`src/rtl/islt_pkg.sv`:
```
`timescale 1ns / 1ps
// ----------------------------------------------------------------------------
// islt_pkg
// Beat types, phase codes and step constants shared by the inverted slide
// LED transition block.
// ----------------------------------------------------------------------------
package islt_pkg;

    localparam int unsigned COL_W   = 5;
    localparam int unsigned BYTE_W  = 8;
    localparam int unsigned PHASE_W = 3;
    localparam int unsigned STEP_W  = 5;
    localparam int unsigned HOLD_W  = 16;

    // phase codes
    localparam logic [PHASE_W-1:0] PH_BEGIN = 3'd0;
    localparam logic [PHASE_W-1:0] PH_IN    = 3'd1;
    localparam logic [PHASE_W-1:0] PH_HOLD  = 3'd2;
    localparam logic [PHASE_W-1:0] PH_OUT   = 3'd3;
    localparam logic [PHASE_W-1:0] PH_END   = 3'd4;

    // step boundaries
    localparam logic [STEP_W-1:0] STEP_SLIDE_END = 5'd8;
    localparam logic [STEP_W-1:0] STEP_FILL_END  = 5'd16;
    localparam logic [STEP_W-1:0] STEP_OUT_BASE  = 5'd10;
    localparam logic [STEP_W-1:0] STEP_BLANK_TOP = 5'd9;
    localparam logic [STEP_W-1:0] SHIFT_MAX      = 5'd7;
    localparam logic [STEP_W-1:0] STEP_ZERO      = 5'd0;
    localparam logic [STEP_W-1:0] STEP_ONE       = 5'd1;

    localparam logic [HOLD_W-1:0] HOLD_MAX = 16'hFFFF;
    localparam logic [HOLD_W-1:0] HOLD_ONE = 16'd1;

    typedef struct packed {
        logic [BYTE_W-1:0] target_byte;
        logic [COL_W-1:0]  column_index;
        logic              tick_last;
    } t_in_beat;

    typedef struct packed {
        logic [BYTE_W-1:0]  shown_byte;
        logic [COL_W-1:0]   shown_index;
        logic [PHASE_W-1:0] phase_now;
        logic               finished;
    } t_out_beat;

    // update decided for one beat
    typedef struct packed {
        logic               wr_en;
        logic [BYTE_W-1:0]  wr_data;
        logic [PHASE_W-1:0] n_phase;
        logic [STEP_W-1:0]  n_step;
        logic [HOLD_W-1:0]  n_hold;
    } t_step_ctl;

endpackage

```
`src/rtl/islt_frame.sv`:
```
`timescale 1ns / 1ps
// ----------------------------------------------------------------------------
// islt_frame
// Shown frame store: one byte per column, cleared at reset, read and
// written at the column of the beat in flight.
// ----------------------------------------------------------------------------
module islt_frame #(
    parameter int unsigned COLUMNS = 32,
    parameter int unsigned DEPTH   = 32
) (
    input  logic                        i_clk,
    input  logic                        i_rst_n,
    input  logic [islt_pkg::COL_W-1:0]  i_col,
    input  logic                        i_wr_en,
    input  logic [islt_pkg::BYTE_W-1:0] i_wr_data,
    output logic                        o_col_ok,
    output logic [islt_pkg::BYTE_W-1:0] o_rd_data
);
    import islt_pkg::*;

    localparam int unsigned AW = $clog2(DEPTH);

    logic [BYTE_W-1:0] r_mem [DEPTH];
    logic [AW-1:0]     addr;

    assign addr      = i_col[AW-1:0];
    assign o_col_ok  = (int'(i_col) < COLUMNS);
    assign o_rd_data = o_col_ok ? r_mem[addr] : '0;

    always_ff @(posedge i_clk) begin
        if (!i_rst_n) begin
            for (int i = 0; i < int'(DEPTH); i++) begin
                r_mem[i] <= '0;
            end
        end else if (i_wr_en) begin
            r_mem[addr] <= i_wr_data;
        end
    end

endmodule

```
`src/rtl/islt_step.sv`:
```
`timescale 1ns / 1ps
// ----------------------------------------------------------------------------
// islt_step
// Per-beat transition logic: next phase, step and hold count, the new
// column value and the result beat.
// ----------------------------------------------------------------------------
module islt_step (
    input  islt_pkg::t_in_beat           i_beat,
    input  logic                         i_col_ok,
    input  logic [islt_pkg::BYTE_W-1:0]  i_cur,
    input  logic [islt_pkg::PHASE_W-1:0] i_phase,
    input  logic [islt_pkg::STEP_W-1:0]  i_step,
    input  logic [islt_pkg::HOLD_W-1:0]  i_hold,
    input  logic [islt_pkg::HOLD_W-1:0]  i_hold_duration,
    output islt_pkg::t_step_ctl          o_ctl,
    output islt_pkg::t_out_beat          o_beat
);
    import islt_pkg::*;

    logic [BYTE_W-1:0]  inv;
    logic [BYTE_W-1:0]  val;
    logic [BYTE_W-1:0]  cur_shl;
    logic [STEP_W-1:0]  out_sub;
    logic [PHASE_W-1:0] n_phase;
    logic [STEP_W-1:0]  n_step;
    logic [HOLD_W-1:0]  n_hold;
    logic               wr;
    logic               go_out;

    always_comb begin
        inv     = ~i_beat.target_byte;
        cur_shl = {i_cur[BYTE_W-2:0], 1'b0};
        out_sub = i_step - STEP_OUT_BASE;
        go_out  = 1'b0;
        n_phase = i_phase;
        n_step  = i_step;
        n_hold  = i_hold;
        wr      = 1'b0;
        val     = i_cur;

        if (i_phase == PH_HOLD) begin
            if (i_hold >= i_hold_duration) begin
                go_out = 1'b1;
            end else if (i_hold != HOLD_MAX) begin
                n_hold = i_hold + HOLD_ONE;
            end
        end

        if (i_phase == PH_BEGIN || i_phase == PH_IN) begin
            n_phase = PH_IN;
            // low step bits inverted give 7 - step and 15 - step
            if (i_step < STEP_SLIDE_END) begin
                val = inv >> (~i_step[2:0]);
                wr  = 1'b1;
            end else if (i_step < STEP_FILL_END) begin
                val = cur_shl | (i_beat.target_byte >> (~i_step[2:0]));
                wr  = 1'b1;
            end else begin
                n_phase = PH_HOLD;
            end
            n_step = i_step + STEP_ONE;
        end else if (i_phase == PH_OUT || go_out) begin
            n_phase = PH_OUT;
            if (i_step > STEP_BLANK_TOP) begin
                val = cur_shl | ((out_sub > SHIFT_MAX) ? '0 : (inv >> out_sub[2:0]));
                wr  = 1'b1;
            end else if (i_step != STEP_ZERO) begin
                val = cur_shl;
                wr  = 1'b1;
            end else begin
                n_phase = PH_END;
            end
            n_step = i_step - STEP_ONE;
        end
    end

    assign o_ctl.wr_en   = wr & i_col_ok;
    assign o_ctl.wr_data = val;
    assign o_ctl.n_phase = n_phase;
    assign o_ctl.n_step  = n_step;
    assign o_ctl.n_hold  = n_hold;

    assign o_beat.shown_byte  = (wr && i_col_ok) ? val : i_cur;
    assign o_beat.shown_index = i_beat.column_index;
    assign o_beat.phase_now   = n_phase;
    assign o_beat.finished    = (n_phase >= PH_END);

endmodule

```
`src/rtl/inverted_slide_led_transition_core.sv`:
```
`timescale 1ns / 1ps
// ----------------------------------------------------------------------------
// inverted_slide_led_transition_core
// Inverted slide in / hold / slide out animation of an LED column frame.
// ----------------------------------------------------------------------------
// Usage:
//   Input channel (i_in_valid / o_in_stall / i_in_beat) carries one target
//   column per beat; tick_last marks the final column of a display tick and
//   commits the step index, phase and hold count.
//   Output channel (o_out_valid / i_out_stall / o_out_beat) returns one beat
//   per input beat, in order: the updated column, its index, the phase and
//   the finished flag.
//   i_cfg_wr_en / i_cfg_wr_data load the hold duration in ticks; write it
//   only while no beat is in flight.
//   An accepted beat passes the input register, then one pass of update
//   logic into the output register; the frame store is read and written
//   in that same pass. One beat is accepted every cycle while o_in_stall
//   is low.
//   Reset clears the frame to blank, phase to begin, step and hold count to
//   zero, the hold duration to zero, and empties both pipeline registers.
//   While the receiver stalls, the output beat holds; the input register
//   keeps one more beat, then o_in_stall rises.
// ----------------------------------------------------------------------------
module inverted_slide_led_transition_core #(
    parameter int unsigned COLUMNS = 32
) (
    input  logic                        i_clk,
    input  logic                        i_rst_n,
    input  logic                        i_cfg_wr_en,
    input  logic [islt_pkg::HOLD_W-1:0] i_cfg_wr_data,
    input  logic                        i_in_valid,
    output logic                        o_in_stall,
    input  islt_pkg::t_in_beat          i_in_beat,
    output logic                        o_out_valid,
    input  logic                        i_out_stall,
    output islt_pkg::t_out_beat         o_out_beat
);
    import islt_pkg::*;

    localparam int unsigned MAX_COLS    = 1 << COL_W;
    localparam int unsigned FRAME_DEPTH = (COLUMNS < MAX_COLS) ? COLUMNS : MAX_COLS;

    logic               r_in_valid;
    t_in_beat           r_in_beat;
    logic               r_out_valid;
    t_out_beat          r_out_beat;
    logic [PHASE_W-1:0] r_phase;
    logic [STEP_W-1:0]  r_step;
    logic [HOLD_W-1:0]  r_hold;
    logic [HOLD_W-1:0]  r_hold_duration;

    logic               out_free;
    logic               fire;
    logic               col_ok;
    logic [BYTE_W-1:0]  cur;
    t_step_ctl          ctl;
    t_out_beat          n_out_beat;

    assign out_free    = ~r_out_valid | ~i_out_stall;
    assign fire        = r_in_valid & out_free;
    assign o_in_stall  = r_in_valid & ~out_free;
    assign o_out_valid = r_out_valid;
    assign o_out_beat  = r_out_beat;

    islt_frame #(
        .COLUMNS (COLUMNS),
        .DEPTH   (FRAME_DEPTH)
    ) u_frame (
        .i_clk     (i_clk),
        .i_rst_n   (i_rst_n),
        .i_col     (r_in_beat.column_index),
        .i_wr_en   (fire & ctl.wr_en),
        .i_wr_data (ctl.wr_data),
        .o_col_ok  (col_ok),
        .o_rd_data (cur)
    );

    islt_step u_step (
        .i_beat          (r_in_beat),
        .i_col_ok        (col_ok),
        .i_cur           (cur),
        .i_phase         (r_phase),
        .i_step          (r_step),
        .i_hold          (r_hold),
        .i_hold_duration (r_hold_duration),
        .o_ctl           (ctl),
        .o_beat          (n_out_beat)
    );

    // input register
    always_ff @(posedge i_clk) begin
        if (!i_rst_n) begin
            r_in_valid <= 1'b0;
        end else if (!o_in_stall) begin
            r_in_valid <= i_in_valid;
        end
    end

    always_ff @(posedge i_clk) begin
        if (!o_in_stall && i_in_valid) begin
            r_in_beat <= i_in_beat;
        end
    end

    // output register
    always_ff @(posedge i_clk) begin
        if (!i_rst_n) begin
            r_out_valid <= 1'b0;
        end else if (out_free) begin
            r_out_valid <= r_in_valid;
        end
    end

    always_ff @(posedge i_clk) begin
        if (fire) begin
            r_out_beat <= n_out_beat;
        end
    end

    // sequence state commits on the last column of a tick
    always_ff @(posedge i_clk) begin
        if (!i_rst_n) begin
            r_phase <= PH_BEGIN;
            r_step  <= '0;
            r_hold  <= '0;
        end else if (fire && r_in_beat.tick_last) begin
            r_phase <= ctl.n_phase;
            r_step  <= ctl.n_step;
            r_hold  <= ctl.n_hold;
        end
    end

    always_ff @(posedge i_clk) begin
        if (!i_rst_n) begin
            r_hold_duration <= '0;
        end else if (i_cfg_wr_en) begin
            r_hold_duration <= i_cfg_wr_data;
        end
    end

    a_phase_only_on_last: assert property (@(posedge i_clk) disable iff (!i_rst_n)
        !(fire && r_in_beat.tick_last) |=> $stable(r_phase))
        else $error("phase changed without a committed last beat");

    a_end_sticks: assert property (@(posedge i_clk) disable iff (!i_rst_n)
        (r_phase == PH_END) |=> (r_phase == PH_END))
        else $error("left the ended phase");

    a_hold_only_holding: assert property (@(posedge i_clk) disable iff (!i_rst_n)
        (r_phase != PH_HOLD) |=> $stable(r_hold))
        else $error("hold count moved outside holding");

    a_finished_matches: assert property (@(posedge i_clk) disable iff (!i_rst_n)
        r_out_valid |-> (r_out_beat.finished == (r_out_beat.phase_now >= PH_END)))
        else $error("finished flag disagrees with phase");

endmodule

```
`config.mk`:
```
export PLATFORM = sky130hd
export DESIGN_NAME = inverted_slide_led_transition_core
export DESIGN_NICKNAME = d
export VERILOG_FILES = /design/src/rtl/islt_pkg.sv /design/src/rtl/islt_frame.sv /design/src/rtl/islt_step.sv /design/src/rtl/inverted_slide_led_transition_core.sv
export SDC_FILE = /design/constraint.sdc
export NUM_CORES = 1
export LEC_CHECK = 0
export BUFFER_PORTS_ARGS = -buffer_cell sky130_fd_sc_hd__buf_2
export CORE_MARGIN = 4
export CORE_UTILIZATION = 65
export CTS_BUF_LIST = sky130_fd_sc_hd__clkbuf_16
export DETAILED_ROUTE_END_ITERATION = 6
export PLACE_DENSITY = 0.83
export SYNTH_ARGS = -nofsm -noshare
export SYNTH_HDL_FRONTEND = slang
export SYNTH_SLANG_ARGS = --single-unit
```
`constraint.sdc`:
```
create_clock -name i_clk -period 9.65 [get_ports i_clk]
set_input_delay 2.4125 -clock i_clk [delete_from_list [all_inputs] [get_ports i_clk]]
set_output_delay 2.4125 -clock i_clk [all_outputs]
set_load 0.01 [all_outputs]
```
* After elaboration in Yosys (flattened, before gate mapping)
Memory sizes are Yosys's and may differ from the RTL's. A register that Yosys moved wholly into a read port is not among the register bits. Cells that the tools add are included.
Storage, ports and cells: register bits 73, RAM bits 256, output and inout port bits 19, logic and storage cells 86, memories 1
Memory list:
- u_frame.r_mem | words 32, width 8, read ports 1, clocked after Yosys merged registers in 1, write ports 32, RTL line islt_frame.sv:23 | logic [BYTE_W-1:0] r_mem [DEPTH];
Cells by class: add/sub/neg operators 4, magnitude comparators 6, eq/ne operators 4, shift operators 3, multiplexer cells 32, bitwise logic cells 12, reduce and logical (&&, ||, !) cells 11
Operators by type and width (count):
- two-way mux 8 bit | 9
- >> shifter 8 x 3 -> 8 bit | 3
- two-way mux 5 bit | 4
- adder 16 x 1 -> 16 bit (second input constant) | 1
- greater-or-equal comparator 16 bit | 1
- inequality test 16 bit (second input constant) | 1
- OR 8 bit | 2
- two-way mux 3 bit | 5
- two-way mux 1 bit | 13
- inverter 8 bit | 1
- OR reduction 8 bit | 1
- equality test 3 x 2 -> 1 bit (second input constant) | 2
- adder 5 x 1 -> 5 bit (second input constant) | 1
- > comparator 5 x 3 -> 1 bit (second input constant) | 1
- > comparator 5 x 4 -> 1 bit (second input constant) | 1
- < comparator 5 x 4 -> 1 bit (second input constant) | 1
- < comparator 5 bit (second input constant) | 1
- nonzero test 5 bit | 1
- subtractor 5 x 1 -> 5 bit (second input constant) | 1
- subtractor 5 x 4 -> 5 bit (second input constant) | 1
- inverter 1 bit | 4
- AND reduction 4 bit | 1
- bitwise AND 1 bit | 3
- equality test 3 x 1 -> 1 bit (second input constant) | 1
- 10 further kinds | 12

* Depth between registers and ports, before layout
Gate-level depths: netlist (run 1).
word-level depth 12, depth in mapped cells 14

* Hierarchy
Synthesis (run 1) repeated with hierarchy kept, for this count alone.
Unflattened totals: cells, all modules 1393, area, all modules 16811.1 µm²
Modules (own cells, without submodules):
- islt_frame | instances 1, cells an instance 894, area each 12097.9 µm²
- inverted_slide_led_transition_core | instances 1, cells an instance 198, area each 2603.7 µm²
- islt_step | instances 1, cells an instance 301, area each 2109.5 µm²

* Worst setup path before layout (run 1)
OpenSTA, ideal clock, no wires.
kind input to register, start input i_out_stall, end memory u_frame.r_mem[16][0] (enable), data arrival time 4.998 ns, required time 9.321 ns, path slack 4.323 ns, stages 6, buffers on the path 1, cells stage by stage a21boi_0 -> nor2b_1 -> nand2_1 -> or3_1 -> clkbuf_1 -> nand2_1
RTL lines:
- start, declared | RTL line inverted_slide_led_transition_core.sv:35 | input logic i_out_stall,
- end, declared | RTL line islt_frame.sv:23

* Final worst setup path (run 1)
start input i_out_stall, end output o_in_stall
On the way: longest elaborated chain between the ends 4
RTL lines:
- inverter 1 bit | RTL line inverted_slide_led_transition_core.sv:59 | assign out_free = ~r_out_valid | ~i_out_stall;
- OR 1 bit | RTL line inverted_slide_led_transition_core.sv:59
- inverter 1 bit | RTL line inverted_slide_led_transition_core.sv:61 | assign o_in_stall = r_in_valid & ~out_free;
- bitwise AND 1 bit | RTL line inverted_slide_led_transition_core.sv:61
- end, declared | RTL line inverted_slide_led_transition_core.sv:32 | output logic o_in_stall,
No other way between the ends.

==> impl_results.md, run 1 <==
- Post-synth net total: 1381
- Antenna cells: 0
- Number of buffers added on ports: 53
- Most frequent cell after synthesis: edfxtp_1
- Die Wd: 165 um
- Iter 0 DRT Violations: 1450
- Final core occ: 71.6%
- # clock sinks: 333
- Largest family of logic cells by synthesized area: simple AND/OR/NAND/NOR gates
- CP dominant cell by count: buf_2
- Slew @ Worst Pin: 1110 ps
- Clock transition at path regs: 60 ps
- Routability cong.: 0.891
- Num rows: 57
- Yosys top cell area share: 53.4%
- Nets: 1374
- H-tree depth: 2
- Internal power: 2380 uW
- Final Cell Area: 17400 um2
- Share of flip-flops with an asynchronous set or reset: 0%
- Critical Path Start Type: primary input
- Routed vias: 10900
- Mux cell area share after synthesis: 11.9%
- Fin Hold WS: 505 ps
- Hold/Removal Path Class: flop to flop
- Via density: 6.53
- Syn Inst Count: 1323
- DP HPWL: 25200 um
- Post-synth top flop: edfxtp_1
- Power Total: 3110 uW
- Setup TNS: 0 ps
- Clk_skew: 29.1 ps
- Post-Syn Area: 16100 um2
- Root Buffer: clkbuf_16
- CTS tree: done
- CP Capture Type: output pin
- Critical path type: primary input to output pin
- Pwr per Cell Area: 179 nW/um2
- Met1 Use GR: 40.1%
- Starting density of the core: 66.1%
- Initial antenna violation count: 0
- WP data required: 7240 ps
- Met3 Track Usage GR: 7.27%
- Synth Warn #: 0
- CP Max Fanout: 3
- Leakage: 0.00621 uW
- Post-synth top cells: edfxtp_1, nor2_1, nand2_1
- Max VDD drop: 0.000157 V
- Cell variety after synth: 70
- Dominant cells by area after synthesis: edfxtp_1, mux4_2, nor2_1
- Avg WL per Cell: 23.7 um
- Clk buf depth: 3
- Slew headroom: 25.2%
- Busiest grt layer: met2
- Run status: complete, no violations
- Crit path cell chain: buf_2 > and3_1 > buf_2
- Io pins: 54
- Post-layout min period: 5270 ps
- Slew Limit Fails: 0
- # hold bufs at CTS: 0
- Vias in the first global route: 10700
- Clock power frac: 38.8%
- Period utilization: 54.6%
- Cell taking the most area after synthesis: edfxtp_1
- Post-synthesis sequential area ratio: 59.2%
- Simple-gate share of the synthesized area: 16.3%
- Final setup violation count: 0
- CP max-delay cell: and3_1
- Mapped Avg Cell Area: 12.2 um2
- GRT Util Overall: 29.3%
- First-pass GRT wire length: 60100 um
- GR met2 Demand/Resource: 45.6%
- Combinational group share of total power: 8.3%
- Detailed-route DRC error count: 0
- Drt pass-1 iters: 6
- Final ANT Viol Nets: 0
- Fin. Hold Viols: 0
- Seq cells post-synth: 333
- Synth Area in Adders: 1.84%
- Fmax: 0.190 GHz
- MaxCap Viol Count: 0
- Grt ovf: 0
- Post-synthesis xor/xnor area fraction: 1.14%
- EDFF count, synth: 286
- Final wirelength: 39400 um
- Worst-skew pair later-pin latency: 520 ps
- Post-cts sizing count: 0
- Cts bufs inserted: 34
- Post-CTS Repair Setup Buffers: 0
- Pin count of the biggest net entering global routing: 65
- Sequential power share: 52.9%
- Sw power: 734 uW
- Area grow syn2layout: 8.22%
- Share of cells above drive strength 1: 17.2%
- Sw frac: 23.6%
- DIE AREA: 27300 um2
- Crit-path max cell delay: 190 ps
- Critical Path AT: 2860 ps
- Core Area: 24300 um2
- Placed inst area: 16400 um2
- Die Ht: 165 um
- Synth Area in Compound Gates: 5.44%
- RSZ-0062 raised after global routing: false
==> metal layers <==
layer  share of wire (%)  routed length [um]  up-vias
li1                    -                   -     4737
met5                   0                   0        -
met1                  37               14600     5167
met3                  13                5030      149
met4                 4.2                1640        0
met2                  46               18200      818
==> final cells by class <==
| type | instances | area [um2] |
|---|---|---|
| multi-input combinational | 842 | 5940 |
| sequential | 333 | 9540 |
| fill | 1557 | 6910 |
| clock buffer | 34 | 851 |
| clock inverter | 26 | 154 |
| timing repair buffer | 68 | 378 |
| tap | 324 | 405 |
| inverter | 37 | 139 |
==> metrics by stage <==
step	worst slack (ps)	cells
5_1_grt	4350	1664
2_1_floorplan	4320	1323
3_5_place_dp	4380	1604
6_report	4380	1664
4_1_cts	4380	1664
3_3_place_gp	4380	1604
==> state kept, by name, summed over array words and instances, names as in the netlist, named ones only <==
name	count
r_in_valid	1
r_in_beat	14
o_out_beat	16
r_step	5
r_hold_duration	16
u_frame.r_mem	256
o_out_valid	1
r_phase	3
r_hold	16
==> cell families (layout without fill, tap and decap cells) <==
family	Yosys count	count (layout)
AO/OA/AOI/OAI	118	118
XOR/XNOR	21	21
adder cells (fa/ha/maj)	23	23
multiplexers	119	119
flip-flops	333	333
buffers and inverters	148	165
AND/OR/NAND/NOR	561	561
==> power groups by stage <==
stage	combinational, uW	sequential, uW	clock [uW]
after floorplan	191	1650	0
after global placement	243	1670	0
after detailed placement	249	1680	0
after CTS	252	1650	1210
after global routing	271	1650	1270
final	257	1650	1210
==> final timing paths <==
kind / start / slack (ps) / endpoint / cells after the start
worst min register to register: r_hold[11] / 510 / r_hold[11] / 2
worst max-delay path: i_out_stall / 4380 / o_in_stall / 3
worst min-delay path: r_hold[11] / 510 / r_hold[11] / 2
worst max register to register: r_step[1] / 5320 / u_frame.r_mem[2][6] / 10
==> cell usage in the layout, fill, tap and decap left out, types with 9 or more instances in the layout <==
master     netlist  routed
nor3_1          10      10
inv_1           30      36
edfxtp_1       286     286
a21oi_1         22      21
mux4_2          51      51
or3_1           36      36
nand2_1         96      96
buf_4            5      15
buf_2           31      53
nand4_1         12      12
a211oi_1         9       9
nand3b_1         9       9
ha_1            22      22
clkbuf_16        0      34
nor2b_1         35      35
o22ai_1         18      18
xnor2_1         14      14
dfxtp_1         47      44
nand3_1         22      22
nor4_1          10      10
mux2_2          13      13
nand2b_1        14      14
nor2_1         257     257
o21ai_0         13      13
mux2i_1         50      50
nor2_2          29      29
and2_1          15      15
clkinv_1         2      10
==> worst max-delay path: cells and delay by family <==
kind	cells	cell delay (ps)
buf+inv	2	260
simple gates	1	190
Power figures use the tool's default switching activity.
==> run 2, diff against run 1 <==
--- a/config.mk
+++ b/config.mk
@@ -5,12 +5,13 @@
 export SDC_FILE = /design/constraint.sdc
 export NUM_CORES = 1
 export LEC_CHECK = 0
+export ABC_AREA = 1
 export BUFFER_PORTS_ARGS = -buffer_cell sky130_fd_sc_hd__buf_2
 export CORE_MARGIN = 4
-export CORE_UTILIZATION = 65
+export CORE_UTILIZATION = 63
 export CTS_BUF_LIST = sky130_fd_sc_hd__clkbuf_16
 export DETAILED_ROUTE_END_ITERATION = 6
-export PLACE_DENSITY = 0.83
+export PLACE_DENSITY = 0.81
 export SYNTH_ARGS = -nofsm -noshare
 export SYNTH_HDL_FRONTEND = slang
 export SYNTH_SLANG_ARGS = --single-unit
==> constraint.sdc (replaced) <==
create_clock -name i_clk -period 5.3 [get_ports i_clk]
set_input_delay 1.325 -clock i_clk [delete_from_list [all_inputs] [get_ports i_clk]]
set_output_delay 1.325 -clock i_clk [all_outputs]
set_load 0.01 [all_outputs]
==> run 2 against run 1 <==
Compared with the run above: the run now ends with DRC left; cell area is 2.4% higher; via count increased by 24%; worst hold slack got worse by 47 ps; area after synthesis grew 2.3%; die area rose by 5.2%; clock-buffer cell count is 5 higher; non-clock buffer count up 4; critical endpoint is now u_frame.r_mem[16][7]; largest cell class unchanged.
==> impl_results.md, run 2 <==
- Run status: finished, violations left
- Failing checks: DRC
- Critical Path AT: 4180 ps (+1320 ps)
- Fin Hold WS: 458 ps (-47.1 ps)
- Hold depth: 2 (unchanged)
- Critical Path Start Type: flop
- Slew headroom: 21.4% (-3.8 points)
- MaxCap Viol Count: 0 (unchanged)
- Period utilization: 72.6%
- # clock sinks: 333 (unchanged)
- # hold bufs at CTS: 0 (unchanged)
- Synth Warn #: 0 (unchanged)
- Worst-skew pair later-pin latency: 520 ps (about the same)
- Top reg by flops: u_frame.r_mem
- Seq cells post-synth: 333 (unchanged)
- Post-synth top cells: nand2_1, nor2_1, edfxtp_1
- DP HPWL: 26600 um (+5.6%)
- Post-synthesis sequential area ratio: 57.9% (-1.3 points)
- RSZ-0062 raised after global routing: false
- CTS tree: done
- Fin. Hold Viols: 0 (unchanged)
- Clk_skew: 16.2 ps (-12.9 ps)
- CP Max Fanout: 33 (+30)
- Most common cell after layout, fill and taps aside: nand2_1
- Routed vias: 13500 (+24%)
- Max VDD drop: 0.000291 V (+85%)
- WP depth: 11 (+8)
- Internal power: 4610 uW (+93%)
- Sequential power share: 47.7% (-5.2 points)
- Setup TNS: 0 ps (unchanged)
- Crit path cell chain: inv_1 > ha_1 > inv_1 > nand2_1 > a31oi_1 > nand2_1 > inv_1 > nand4_1 > nand3_1 > nand3_2 > nor2_1
- Post-CTS Repair Setup Buffers: 0 (unchanged)
- Grt ovf: 0 (unchanged)
- Max reg flops: 256 (unchanged)
- Cell variety after synth: 38 (-46%)
- Initial antenna violation count: 0 (unchanged)
- Post-synth net total: 1904 (+38%)
- Yosys top cell area share: 52.2% (-1.2 points)
- Sw frac: 26.5% (+3.0 points)
- Most frequent cell after synthesis: nand2_1
- Detailed-route DRC error count: 21 (+21)
- Pwr per Cell Area: 352 nW/um2 (+96%)
- Share of flip-flops with an asynchronous set or reset: 0% (unchanged)
- CP dominant cell by count: inv_1
- WP data required: 5630 ps (-1610 ps)
- Num rows: 58 (+1.8%)
- Via density: 6.12 (-6.3%)
- Register-to-Register Path Depth: 11 (+1)
- Antenna cells: 0 (unchanged)
- Syn Inst Count: 1846 (+40%)
- Core Area: 25400 um2 (+4.4%)
- Post-layout min period: 3850 ps
- EDFF count, synth: 286 (unchanged)
- Routability cong.: 0.972 (+9.0%)
- Sw power: 1660 uW (+130%)
- Drt pass-1 iters: 7 (+1)
- Most frequent cells in the layout: nand2_1, nor2_1, edfxtp_1
- Number of buffers added on ports: 53 (unchanged)
- DIE AREA: 28800 um2 (+5.2%)
- Critical path type: flop to flop
- Clk buf depth: 3 (unchanged)
- Clock transition at path regs: 60 ps (about the same)
- Post-Syn Area: 16500 um2 (+2.3%)
- Vias in the first global route: 12700 (+18%)
- First-pass GRT wire length: 66900 um (+11%)
- Hold/Removal Path Class: flop to flop
- Avg WL per Cell: 19.2 um (-19%)
- Io pins: 54 (unchanged)
- Post-synth top flop: edfxtp_1
- Top delay family on crit path: simple AND/OR/NAND/NOR gates
- Area grow syn2layout: 8.40%
- Dominant cells by area after synthesis: edfxtp_1, nand2_1, nand3_1
- Cts bufs inserted: 37 (+8.8%)
- Fmax: 0.260 GHz
- Slew Limit Fails: 0 (unchanged)
- CP Capture Type: flop
- Root Buffer: clkbuf_16
- Starting density of the core: 64.8% (-1.4 points)
- Clock power frac: 39.7% (+0.9 points)
- Die Wd: 170 um (+2.6%)
- Pin count of the biggest net entering global routing: 74 (+14%)
- GRT Util Overall: 29.3% (-0.053 points)
- H-tree depth: 2 (unchanged)
- Iter 0 DRT Violations: 1946 (+34%)
- Cell taking the most area after synthesis: edfxtp_1
- Final ANT Viol Nets: 0 (unchanged)
- Nets: 1903 (+39%)
- Mapped Avg Cell Area: 8.91 um2 (-27%)
- Combinational group share of total power: 12.7% (+4.4 points)
- Final setup violation count: 0 (unchanged)
- Crit-path max cell delay: 720 ps (+530 ps)
- Slew @ Worst Pin: 1180 ps (+69.7 ps)
- Post-cts sizing count: 0 (unchanged)
- Die Ht: 170 um (+2.6%)
- Buf+Inv Stages, Crit Path: 3 (+1)
- Leakage: 0.00706 uW (+14%)
- Share of cells above drive strength 1: 8.23% (-8.9 points)
- Final wirelength: 42300 um (+7.2%)
- CP max-delay cell: nand3_2
[run 2: changes by cell type in the layout (fill, tap and decap cells not counted), moves of 26 or more]
cell	delta
mux2i_1	-50
inv_1	+53
nor2b_1	-35
nor2_1	+37
or3_1	-36
a21oi_1	+76
nand3_1	+202
mux4_2	-51
o21ai_0	+48
nand2_1	+414
nor2_2	-26
[run 2: worst paths after layout]
check	end	startpoint	slack [ps]
setup / recovery	u_frame.r_mem[16][7]	r_step[1]	1450
hold reg to reg	r_hold_duration[14]	r_hold_duration[14]	460
hold / removal	r_hold_duration[14]	r_hold_duration[14]	460
setup reg to reg	u_frame.r_mem[16][7]	r_step[1]	1450
[run 2: area by class of cell]
type	instances	area, um2
clock buffers	39	976
clock inverters	27	198
fillers	1967	7570
inverters	91	343
multi-input cells	1310	5940
flip-flops and latches	333	9530
well taps	330	413
repair buffers	72	433
[run 2: tightest hold or removal path, stage by stage, from the launching register on]
cell     delay, ps
dfxtp_1        290
inv_1           60
a21oi_1         60
[run 2: metal layers]
| layer | vias to the layer above | part of all wire [%] | track usage, % |
|---|---|---|---|
| met4 | 0 | 4.3 | 12.0 |
| met1 | 6310 | 37 | 39.8 |
| met3 | 144 | 12 | 5.73 |
| li1 | 6226 | - | - |
| met5 | - | 0 | 0 |
| met2 | 799 | 47 | 46.7 |
[run 2: cell families after synthesis]
group | Yosys count | synth area share (%)
compound gates | 176 | 5.56
xor+xnor | 8 | 0.426
fa+ha+maj | 23 | 1.79
buf+inv | 203 | 6.00
flops | 333 | 57.9
simple gates | 1103 | 28.3
[run 2: per-stage QoR]
| stage | area, um2 | util (%) | setup slack, ps | cells | power (uW) |
|---|---|---|---|---|---|
| floorplan | 16500 | - | 2280 | 1846 | 3580 |
| global placement | 16700 | 65.6 | 1410 | 2136 | 3790 |
| detailed placement | 16700 | 65.6 | 1250 | 2136 | 3810 |
| CTS | 17800 | 70.2 | 1550 | 2202 | 6260 |
| global route | 17800 | 70.2 | 1110 | 2202 | 6470 |
| finish | 17800 | 70.2 | 1450 | 2202 | 6270 |
[run 2: power groups by stage]
stage          registers [uW]  clock network (uW)  logic [uW]
2_1_floorplan            3020                   0         555
3_3_place_gp             3040                   0         755
3_5_place_dp             3040                   0         771
4_1_cts                  2990                2500         775
5_1_grt                  3000                2610         862
6_report                 2990                2490         795
